$ cat src/rtl/nfa_pkg.sv
`default_nettype none
// ----------------------------------------------------------------------------
// nfa_pkg: shared types and constants of the NFA stream matcher
// Field widths, command codes, register indexes and the request structs
// that travel between the matcher's modules.
// ----------------------------------------------------------------------------
package nfa_pkg;

    // Fixed field widths.
    localparam int SET_W    = 16;
    localparam int STATE_W  = 4;
    localparam int CMD_W    = 2;
    localparam int CFG_IDX_W = 1;
    localparam int CFG_DATA_W = 16;
    localparam int MAX_STATES = 16;

    // Default number of NFA states.
    localparam int NUM_STATES_DEF = 16;

    // Item kinds carried on tuser.
    typedef enum logic [CMD_W-1:0] {
        CMD_LOAD   = 2'd0,
        CMD_START  = 2'd1,
        CMD_SYMBOL = 2'd2
    } nfa_cmd_t;

    // Register indexes of the configuration port.
    localparam logic [CFG_IDX_W-1:0] CFG_INITIAL_STATE = 1'b0;
    localparam logic [CFG_IDX_W-1:0] CFG_FINAL_MASK    = 1'b1;

    // Row write broadcast to every cell.
    typedef struct packed {
        logic               en;
        logic [STATE_W-1:0] state;
        logic               symbol;
        logic [SET_W-1:0]   mask;
    } nfa_load_t;

    // One result item.
    typedef struct packed {
        logic             accepted;
        logic [SET_W-1:0] active_set;
    } nfa_result_t;

endpackage
`default_nettype wire

$ cat src/rtl/nfa_cell.sv
`default_nettype none
// ----------------------------------------------------------------------------
// nfa_cell: one NFA state of the matcher chain
// Holds both transition rows of its state and adds its row for the current
// symbol to the running next-set OR when its state is active.
// ----------------------------------------------------------------------------
module nfa_cell
    import nfa_pkg::*;
#(
    parameter int CELL_INDEX = 0
)
(
    input  wire logic             clk,
    input  wire logic             rst_n,
    input  wire nfa_load_t        load,
    input  wire logic             active,
    input  wire logic             symbol,
    input  wire logic [SET_W-1:0] or_in,
    output logic      [SET_W-1:0] or_out
);

    localparam logic [STATE_W-1:0] MY_STATE = STATE_W'(CELL_INDEX);

    logic [SET_W-1:0] row0_reg;
    logic [SET_W-1:0] row1_reg;
    logic             wr_hit;

    assign wr_hit = load.en && (load.state == MY_STATE);

    // Transition rows; the store is cleared at reset.
    always_ff @(posedge clk or negedge rst_n)
    begin
        if (!rst_n)
        begin
            row0_reg <= '0;
            row1_reg <= '0;
        end
        else if (wr_hit)
        begin
            if (load.symbol)
            begin
                row1_reg <= load.mask;
            end
            else
            begin
                row0_reg <= load.mask;
            end
        end
    end

    // Add this state's row to the partial next set from the left neighbor.
    always_comb
    begin
        or_out = or_in;
        if (active)
        begin
            or_out = or_in | (symbol ? row1_reg : row0_reg);
        end
    end

endmodule
`default_nettype wire

$ cat src/rtl/nfa_out_buf.sv
`default_nettype none
// ----------------------------------------------------------------------------
// nfa_out_buf: result register with skid stage
// Holds up to two results so the input side keeps taking requests while
// the downstream side stalls, until both slots are full.
// ----------------------------------------------------------------------------
module nfa_out_buf
    import nfa_pkg::*;
(
    input  wire logic        clk,
    input  wire logic        rst_n,
    input  wire logic        push,
    input  wire nfa_result_t push_data,
    output logic             push_ready,
    output logic             out_valid,
    input  wire logic        out_ready,
    output nfa_result_t      out_data
);

    logic        out_valid_reg;
    logic        out_valid_next;
    nfa_result_t out_data_reg;
    nfa_result_t out_data_next;
    logic        skid_valid_reg;
    logic        skid_valid_next;
    nfa_result_t skid_data_reg;
    nfa_result_t skid_data_next;
    logic        out_free;

    assign out_free   = !out_valid_reg || out_ready;
    assign push_ready = !skid_valid_reg;
    assign out_valid  = out_valid_reg;
    assign out_data   = out_data_reg;

    // Next-state logic: refill the output slot from the skid first.
    always_comb
    begin
        out_valid_next  = out_valid_reg;
        out_data_next   = out_data_reg;
        skid_valid_next = skid_valid_reg;
        skid_data_next  = skid_data_reg;
        if (out_free)
        begin
            if (skid_valid_reg)
            begin
                out_valid_next  = 1'b1;
                out_data_next   = skid_data_reg;
                skid_valid_next = 1'b0;
            end
            else
            begin
                out_valid_next = push;
                out_data_next  = push_data;
            end
        end
        else if (push)
        begin
            skid_valid_next = 1'b1;
            skid_data_next  = push_data;
        end
    end

    // Control flags.
    always_ff @(posedge clk or negedge rst_n)
    begin
        if (!rst_n)
        begin
            out_valid_reg  <= 1'b0;
            skid_valid_reg <= 1'b0;
        end
        else
        begin
            out_valid_reg  <= out_valid_next;
            skid_valid_reg <= skid_valid_next;
        end
    end

    // Payload registers.
    always_ff @(posedge clk)
    begin
        out_data_reg  <= out_data_next;
        skid_data_reg <= skid_data_next;
    end

endmodule
`default_nettype wire

$ cat src/rtl/nfa_subset_stream_matcher_unit.sv
`default_nettype none
// ----------------------------------------------------------------------------
// nfa_subset_stream_matcher_unit: bit-parallel NFA matcher over a stream
// Tracks the active states of a binary-alphabet NFA, one request a cycle if ready.
// ----------------------------------------------------------------------------
// The block takes one request per cycle unless stalled and returns one result
// per request in request order; the result is offered in the cycle after the
// request is accepted, later only while the result stream stalls. Each request
// is a row load, a start of a new string, or one input symbol. Every state
// is a cell in a chain that holds its two transition rows; a symbol request
// forms the next set in the same cycle by ORing the rows of active states
// along the chain, so the chain depth (NUM_STATES, capped at 16) sets the
// critical path and not the throughput. A two-entry output buffer keeps the
// input open while a result waits; input ready drops only when two results
// are pending. The transition store is cleared by reset with no sweep. The user
// must write registers via the cfg port only while idle; this is not enforced.
// ----------------------------------------------------------------------------
module nfa_subset_stream_matcher_unit
    import nfa_pkg::*;
#(
    parameter int NUM_STATES = NUM_STATES_DEF
)
(
    input  wire logic                  clk,
    input  wire logic                  rst_n,
    // Configuration write port.
    input  wire logic                  cfg_we,
    input  wire logic [CFG_IDX_W-1:0]  cfg_index,
    input  wire logic [CFG_DATA_W-1:0] cfg_data,
    // Request stream.
    input  wire logic                  s_tvalid,
    output logic                       s_tready,
    // [3:0] row_state, [4] row_symbol, [20:5] row_mask, [21] symbol, [23:22] zero
    input  wire logic [23:0]           s_tdata,
    // [1:0] cmd
    input  wire logic [CMD_W-1:0]      s_tuser,
    // Result stream.
    output logic                       m_tvalid,
    input  wire logic                  m_tready,
    // [15:0] active_set, [16] accepted, [23:17] zero
    output logic [23:0]                m_tdata
);

    localparam int NUM_CELLS = (NUM_STATES >= MAX_STATES) ? MAX_STATES : NUM_STATES;
    localparam logic [SET_W-1:0] VALID_MASK = (NUM_CELLS >= SET_W) ? {SET_W{1'b1}}
        : SET_W'((17'd1 << NUM_CELLS) - 17'd1);

    logic [STATE_W-1:0] initial_state_reg;
    logic [SET_W-1:0]   final_mask_reg;
    logic [SET_W-1:0]   current_set_reg;
    logic [SET_W-1:0]   current_set_next;
    logic [SET_W-1:0]   start_set;
    logic [SET_W-1:0]   or_chain [NUM_CELLS+1];
    logic               in_acc;
    nfa_cmd_t           cmd;
    nfa_load_t          load;
    nfa_result_t        result;
    nfa_result_t        out_data;

    assign in_acc = s_tvalid && s_tready;
    assign cmd    = nfa_cmd_t'(s_tuser);

    // Configuration registers.
    always_ff @(posedge clk or negedge rst_n)
    begin
        if (!rst_n)
        begin
            initial_state_reg <= '0;
            final_mask_reg    <= '0;
        end
        else if (cfg_we)
        begin
            unique case (cfg_index)
                CFG_INITIAL_STATE: initial_state_reg <= cfg_data[STATE_W-1:0];
                CFG_FINAL_MASK:    final_mask_reg    <= cfg_data[SET_W-1:0];
            endcase
        end
    end

    // Row write broadcast to the cells.
    assign load.en     = in_acc && (cmd == CMD_LOAD);
    assign load.state  = s_tdata[3:0];
    assign load.symbol = s_tdata[4];
    assign load.mask   = s_tdata[20:5] & VALID_MASK;

    // Chain of state cells forming the next-set OR.
    assign or_chain[0] = '0;
    for (genvar i = 0; i < NUM_CELLS; i++)
    begin : g_cell
        nfa_cell #(
            .CELL_INDEX(i)
        ) u_cell (
            .clk    (clk),
            .rst_n  (rst_n),
            .load   (load),
            .active (current_set_reg[i]),
            .symbol (s_tdata[21]),
            .or_in  (or_chain[i]),
            .or_out (or_chain[i+1])
        );
    end

    // Single start state, empty when the index names no state.
    assign start_set = (int'(initial_state_reg) < NUM_CELLS)
        ? (SET_W'(1) << initial_state_reg) : '0;

    // Active set after the current request.
    always_comb
    begin
        current_set_next = current_set_reg;
        unique case (cmd)
            CMD_LOAD:   current_set_next = current_set_reg;
            CMD_START:  current_set_next = start_set;
            CMD_SYMBOL: current_set_next = or_chain[NUM_CELLS] & VALID_MASK;
            default:    current_set_next = current_set_reg;
        endcase
    end

    always_ff @(posedge clk or negedge rst_n)
    begin
        if (!rst_n)
        begin
            current_set_reg <= SET_W'(1) & VALID_MASK;
        end
        else if (in_acc)
        begin
            current_set_reg <= current_set_next;
        end
    end

    // Result of this request.
    assign result.active_set = current_set_next;
    assign result.accepted   = |(current_set_next & final_mask_reg);

    nfa_out_buf u_out_buf (
        .clk        (clk),
        .rst_n      (rst_n),
        .push       (in_acc),
        .push_data  (result),
        .push_ready (s_tready),
        .out_valid  (m_tvalid),
        .out_ready  (m_tready),
        .out_data   (out_data)
    );

    assign m_tdata = {7'd0, out_data.accepted, out_data.active_set};

`ifndef SYNTHESIS
    // No state beyond the configured count ever becomes active.
    a_set_in_range: assert property (@(posedge clk) disable iff (!rst_n)
        (current_set_reg & ~VALID_MASK) == '0)
        else $error("active set holds a nonexistent state");

    // A start request leaves at most one active state.
    a_start_onehot: assert property (@(posedge clk) disable iff (!rst_n)
        (in_acc && cmd == CMD_START) |=> $onehot0(current_set_reg))
        else $error("start request left more than one active state");

    // An empty set is never reported as accepted.
    a_accept_nonempty: assert property (@(posedge clk) disable iff (!rst_n)
        m_tvalid |-> !(m_tdata[16] && m_tdata[15:0] == '0))
        else $error("empty active set reported as accepted");

    // A load request does not change the active set.
    a_load_keeps_set: assert property (@(posedge clk) disable iff (!rst_n)
        (in_acc && cmd == CMD_LOAD) |=> $stable(current_set_reg))
        else $error("load request changed the active set");
`endif

endmodule
`default_nettype wire

$ cat config.mk
export PLATFORM = sky130hd
export DESIGN_NAME = nfa_subset_stream_matcher_unit
export DESIGN_NICKNAME = d
export VERILOG_FILES = /design/src/rtl/nfa_pkg.sv /design/src/rtl/nfa_cell.sv /design/src/rtl/nfa_out_buf.sv /design/src/rtl/nfa_subset_stream_matcher_unit.sv
export SDC_FILE = /design/constraint.sdc
export NUM_CORES = 1
export LEC_CHECK = 0
export BUFFER_PORTS_ARGS = -buffer_cell sky130_fd_sc_hd__buf_2
export CAP_MARGIN = 40
export CORE_MARGIN = 2
export CORE_UTILIZATION = 40
export CTS_BUF_LIST = sky130_fd_sc_hd__clkbuf_4 sky130_fd_sc_hd__clkbuf_8
export DETAILED_ROUTE_END_ITERATION = 8
export GPL_TIMING_DRIVEN = 0
export PLACE_DENSITY = 0.56
export SLEW_MARGIN = 20
export SYNTH_ARGS = -nofsm -noshare
export SYNTH_HDL_FRONTEND = slang
export SYNTH_HIERARCHICAL = 1
export SYNTH_SLANG_ARGS = --single-unit
export TNS_END_PERCENT = 30
$ cat constraint.sdc
create_clock -name clk -period 11.9 [get_ports clk]
set_clock_uncertainty 0.15 [all_clocks]
set_input_delay 1.785 -clock clk [delete_from_list [all_inputs] [get_ports clk]]
set_output_delay 1.785 -clock clk [all_outputs]
set_load 0.1 [all_outputs]
### After elaboration in Yosys (flattened, before gate mapping)

Index checks and enable logic that the tools add are counted.

* bits in read-only memories: 0
* latch bits: 0
* memory bits (writable): 0
* output and inout bits: 26
* memories kept: 0
* flip-flop bits (word level): 584
* word-level logic and storage cells: 175
* bits of input ports: 48

* add/subtract/negate cells: 0
* multipliers: 0
* div/mod/pow operators: 0
* multiplexer cells: 37
* shifts and indexed selects: 1
* bitwise logic cells: 19
* reductions and logical operators: 60
* magnitude comparators: 0
* equality and inequality tests: 17

Operators with widths (count)
* 16-bit 2-to-1 mux: 32
* 16-bit OR: 15
* 2-bit AND reduction: 35
* 4-bit == test (second input constant): 8
* 16-bit case mux with 2 select lines: 1
* 1-bit logical AND: 18
* 17-bit 2-to-1 mux: 1
* 16-bit AND: 1
* 4-bit by 3-bit == test with 1-bit output (second input constant): 4
* 16-bit OR reduction: 1
* 1-bit by 4-bit << shifter with 16-bit output (first input constant): 1
* 4-bit by 2-bit == test with 1-bit output (second input constant): 2
* 4-bit by 1-bit == test with 1-bit output (second input constant): 1
* 4-bit logical NOT: 1
* 1-bit 2-to-1 mux: 3
* 1-bit NOT: 3
* 2-bit by 1-bit == test with 1-bit output (second input constant): 1
* 2-bit == test (second input constant): 1
* 1-bit logical NOT: 2
* 2-bit logical NOT: 1
* 2-bit nonzero test: 1
* 1-bit logical OR: 1

### Longest topological paths before layout

* depth after elaboration: 36
* depth in mapped cells: 25
* gate-level depth less buffers: 23

### Hierarchy

The synthesis kept the hierarchy.

By module, submodules not included
* nfa_cell at g_cell[10].u_cell ...: cells an instance 106, instances 4, sequential area each 800.8 um^2, area each 1610.3 um^2
* nfa_cell at g_cell[1].u_cell ...: cells an instance 106, instances 2, sequential area each 800.8 um^2, area each 1609.0 um^2
* nfa_cell at g_cell[4].u_cell ...: cells an instance 106, instances 2, sequential area each 800.8 um^2, area each 1607.8 um^2
* nfa_cell at g_cell[13].u_cell ...: cells an instance 107, instances 2, sequential area each 800.8 um^2, area each 1557.7 um^2
* nfa_cell at g_cell[11].u_cell ...: cells an instance 107, instances 2, sequential area each 800.8 um^2, area each 1556.5 um^2
* nfa_subset_stream_matcher_unit: cells an instance 239, instances 1, sequential area each 902.1 um^2, area each 2264.7 um^2
* nfa_cell at g_cell[0].u_cell: cells an instance 106, instances 1, sequential area each 800.8 um^2, area each 1642.8 um^2
* nfa_cell at g_cell[3].u_cell: cells an instance 106, instances 1, sequential area each 800.8 um^2, area each 1594.0 um^2
* nfa_cell at g_cell[15].u_cell: cells an instance 107, instances 1, sequential area each 800.8 um^2, area each 1592.8 um^2
* nfa_cell at g_cell[12].u_cell: cells an instance 107, instances 1, sequential area each 800.8 um^2, area each 1585.3 um^2
* nfa_out_buf: cells an instance 62, instances 1, sequential area each 1071.0 um^2, area each 1352.5 um^2

### Worst setup path before layout

OpenSTA, ideal clock, no wires.

* path kind: in2reg
* from: input s_tdata[21]
* to: register u_out_buf.out_data_reg, in the netlist u_out_buf/out_data[16], data pin
* data arrival time: 6.176 ns
* library setup time: 0.260 ns
* path buffers: 2
* required time: 11.490 ns
* setup slack: 5.314 ns
* stages: 25
* cell sequence: clkbuf_1 -> buf_2 -> mux2_2 -> a21o_1 -> a21o_1 -> a21o_1 -> a21o_1 -> a21o_1 -> a21o_1 -> a21o_1 -> a21o_1 -> a21o_1 -> a21o_1 -> a21o_1 -> a21o_1 -> a21o_1 -> a21o_1 -> a21o_1 -> a21o_1 -> nand3_1 -> o21ai_0 -> a2111oi_0 -> nand4_1 -> or4_1 -> mux2_2

RTL lines
* from (decl): line nfa_subset_stream_matcher_unit.sv:34 `input wire logic [23:0] s_tdata,`
* to (signal assigned): line nfa_out_buf.sv:81 `out_data_reg <= out_data_next;`
* to (decl): line nfa_out_buf.sv:22 `nfa_result_t out_data_reg;`

==> metrics.cfg <==
[critical_path]
reg2reg_depth=24
end_kind=flip-flop
cp_max_fo=16
crit_end=u_out_buf/out_data[16]
startpoint=s_tdata[21]
worst-setup-path-type=primary input to flip-flop
worstSetupStartpointType=primary input
timing.rr.start=current_set_reg[0]
r2r-end=u_out_buf/out_data[16]
arrival_ns=7.44
critPathRequiredTime_ns=12.20
r2r_slack_ns=5.91

[sta]
finalMaxSlewViolations=0
rsz0062_at_grt=no
finalWorstSetupSlack_ns=4.76
min_period_ns=7.14
setup_viol=0
relSlewSlack_pct=43.2
period_share_pct=60.0
whs_ns=0.349
finalHoldViolCount=0
fin_setup_tns_ns=0
tightest_slew_ns=0.852
max_clock_freq_mhz=140

[floorplanning]
die_w_um=274
start_util_pct=40.5
fp.dieArea_um2=75000
die_h_um=274
io_pins=74
core-area_um2=71900
rows=98

[drt]
first_pass_iters=5
via_count=17100
routed_wl_um=72900
drt_iter0_markers=1038
drc=0
vias_per_cell=5.27
drt-wirelength-per-cell_um=22.5
final_antenna_net_count=0

[power]
irDropWorstVdd_uv=91.5
cellPowerDensity_nw_per_um2=155
cellLeakagePower_nw=17.2

[run]
drv_cap=0

[clocking]
root_buffer=clkbuf_8
cts_buffers=100
cts_buffer_depth=3
clk_pin_slew_worst_paths_ns=0.06
insertion_delay_ns=0.70
cts_tree=built
cts_hold_buffers=0
postCtsSetupBuffers=0
cts.sinks=584
cts_resized=0
clock_tree.htree_level_count=3

[global_route]
antenna_found_initial=6
grt_overflow=0
grt_pass1_wl_um=113000
track_usage_pct=19.6
grt_max_degree=103
grt_pass1_vias=18500

[logic_synthesis]
synthCells=2003
yosysWarnings=6
synth.cell_area_um2=29100
ys_async_sr_fraction_pct=94.2
synth_edf_count=34
ys_seq_area_share_pct=50.7
avgSynthCellArea_um2=14.5
ys_seq_elements=584
synth_flop_cell=dfrtp_1
yosysUniqueCellTypes=56

[layout]
area_growth_pct=14.5
drive_gt1_share_pct=52.7
fin_nets=2257
final_cell_area_um2=33300
fill_cells=6493

[place]
dp_hpwl_um=49700
gp_congestion=0.862
place_area_um2=31000
port-buffer-count=63
pre_cts_slack_ns=4.02

[status]
status=completed

[worst_hold_path]
hp-class=flip-flop to flip-flop

[metal layers]
metal | part of all wire (%) | GRT usage, % | wire [um] | up-vias
li1 | - | - | - | 7778
met1 | 46 | 26.6 | 33300 | 8902
met2 | 49 | 32.5 | 35500 | 264
met3 | 3.5 | 3.56 | 2540 | 127
met4 | 2.1 | 5.08 | 1560 | 6
met5 | 0.041 | 0 | 30 | -
[final cells by class]
cell class / instances / area, um2 / area share, %
flip-flops and latches: 584 / 14800 / 44.3
clock buffers: 165 / 2050 / 6.13
repair buffers: 79 / 684 / 2.05
clock inverters: 18 / 201 / 0.604
inverters: 13 / 48.8 / 0.146
multi-input cells: 1295 / 13400 / 40.1
diodes: 2 / 5.00 / 0.0150
well taps: 950 / 1190 / 3.56
plain buffers: 133 / 1020 / 3.05
[cells by family (layout without fill, tap and decap cells)]
| group | after synthesis | in the layout | synth area share (%) |
|---|---|---|---|
| AOI/OAI and AO/OA | 318 | 318 | 8.00 |
| adders and majority gates | 3 | 3 | 0.129 |
| buffers and inverters | 146 | 408 | 3.65 |
| DFF | 584 | 584 | 50.7 |
| muxes | 819 | 819 | 33.4 |
| other | 1 | 25 | 0.0129 |
| and+or+nand+nor | 132 | 132 | 4.02 |
[critical path, cell delays in order]
cell and delay [ns]:
clkbuf_1 0.31, buf_2 0.35, mux2_2 0.37, a21o_1 0.18, a21o_1 0.18, a21o_1 0.17
a21o_1 0.16, a21o_1 0.19, a21o_1 0.17, a21o_1 0.20, a21o_1 0.19, a21o_1 0.17
a21o_1 0.17, a21o_1 0.19, a21o_1 0.19, a21o_1 0.18, a21o_1 0.19, a21o_1 0.18
a21o_1 0.20, nand2_1 0.15, o22ai_1 0.11, a2111oi_0 0.46, nand4_1 0.16, or4_1 0.51
mux2_2 0.30
[power by group]
group	total, W	internal [W]	switching [W]
Combinational	0.000876	0.000357	0.000520
Clock	0.00200	0.00117	0.000834
Sequential	0.00230	0.00218	0.000115
Total	0.00518	0.00371	0.00147
[worst min-delay path by stage]
stage                                        start                        endpoint  slack, ns  cells past startpoint
finish               g_cell[15].u_cell/row0_reg[8]   g_cell[15].u_cell/row0_reg[8]       0.35                      1
global route         g_cell[6].u_cell/row0_reg[15]   g_cell[6].u_cell/row0_reg[15]       0.36                      1
CTS                  g_cell[4].u_cell/row0_reg[14]   g_cell[4].u_cell/row0_reg[14]       0.35                      1
detailed placement    g_cell[8].u_cell/row1_reg[6]    g_cell[8].u_cell/row1_reg[6]       0.34                      1
global placement     g_cell[10].u_cell/row0_reg[6]   g_cell[10].u_cell/row0_reg[6]       0.33                      1
floorplan           g_cell[12].u_cell/row1_reg[10]  g_cell[12].u_cell/row1_reg[10]       0.32                      1
[per-stage QoR]
step	util, %	instances	total power [W]
after floorplan	-	2025	0.00289
after global placement	42.8	3038	0.00318
after detailed placement	43.1	3048	0.00321
after CTS	46.2	3231	0.00525
after global routing	46.4	3239	0.00542
final	46.4	3239	0.00518
[cells in the mapped netlist (16+ instances only)]
master / count / share of area (%)
a21o_1: 257 / 6.6
a21oi_1: 16 / 0.27
buf_1: 20 / 0.26
buf_2: 25 / 0.43
buf_6: 23 / 0.89
clkbuf_1: 33 / 0.43
dfrtp_1: 549 / 47
edfxtp_1: 34 / 3.5
mux2_2: 681 / 26
mux2_4: 138 / 7.1
nand2_1: 27 / 0.35
nor2_1: 21 / 0.27
[cell usage in the layout (no fill, tap or decap), types with 6 or more instances in the layout]
cell | Yosys | final
nand3b_4 | 9 | 9
clkbuf_8 | 0 | 129
nor4b_4 | 7 | 7
clkbuf_4 | 0 | 36
a21o_1 | 257 | 257
dfrtp_1 | 549 | 549
a22oi_1 | 14 | 14
nand4_1 | 6 | 6
nand3_1 | 15 | 15
buf_12 | 13 | 17
buf_16 | 0 | 9
inv_1 | 12 | 12
buf_8 | 4 | 6
a31oi_1 | 8 | 8
nor2_1 | 21 | 20
a21oi_1 | 16 | 16
clkinv_2 | 0 | 7
buf_4 | 15 | 15
o21ai_0 | 10 | 10
buf_6 | 23 | 24
buf_1 | 20 | 20
mux2_4 | 138 | 138
nand2_1 | 27 | 27
clkbuf_1 | 33 | 33
edfxtp_1 | 34 | 34
conb_1 | 1 | 23
buf_2 | 25 | 88
mux2_2 | 681 | 681
Note: power is estimated with default switching activity, not from simulation.
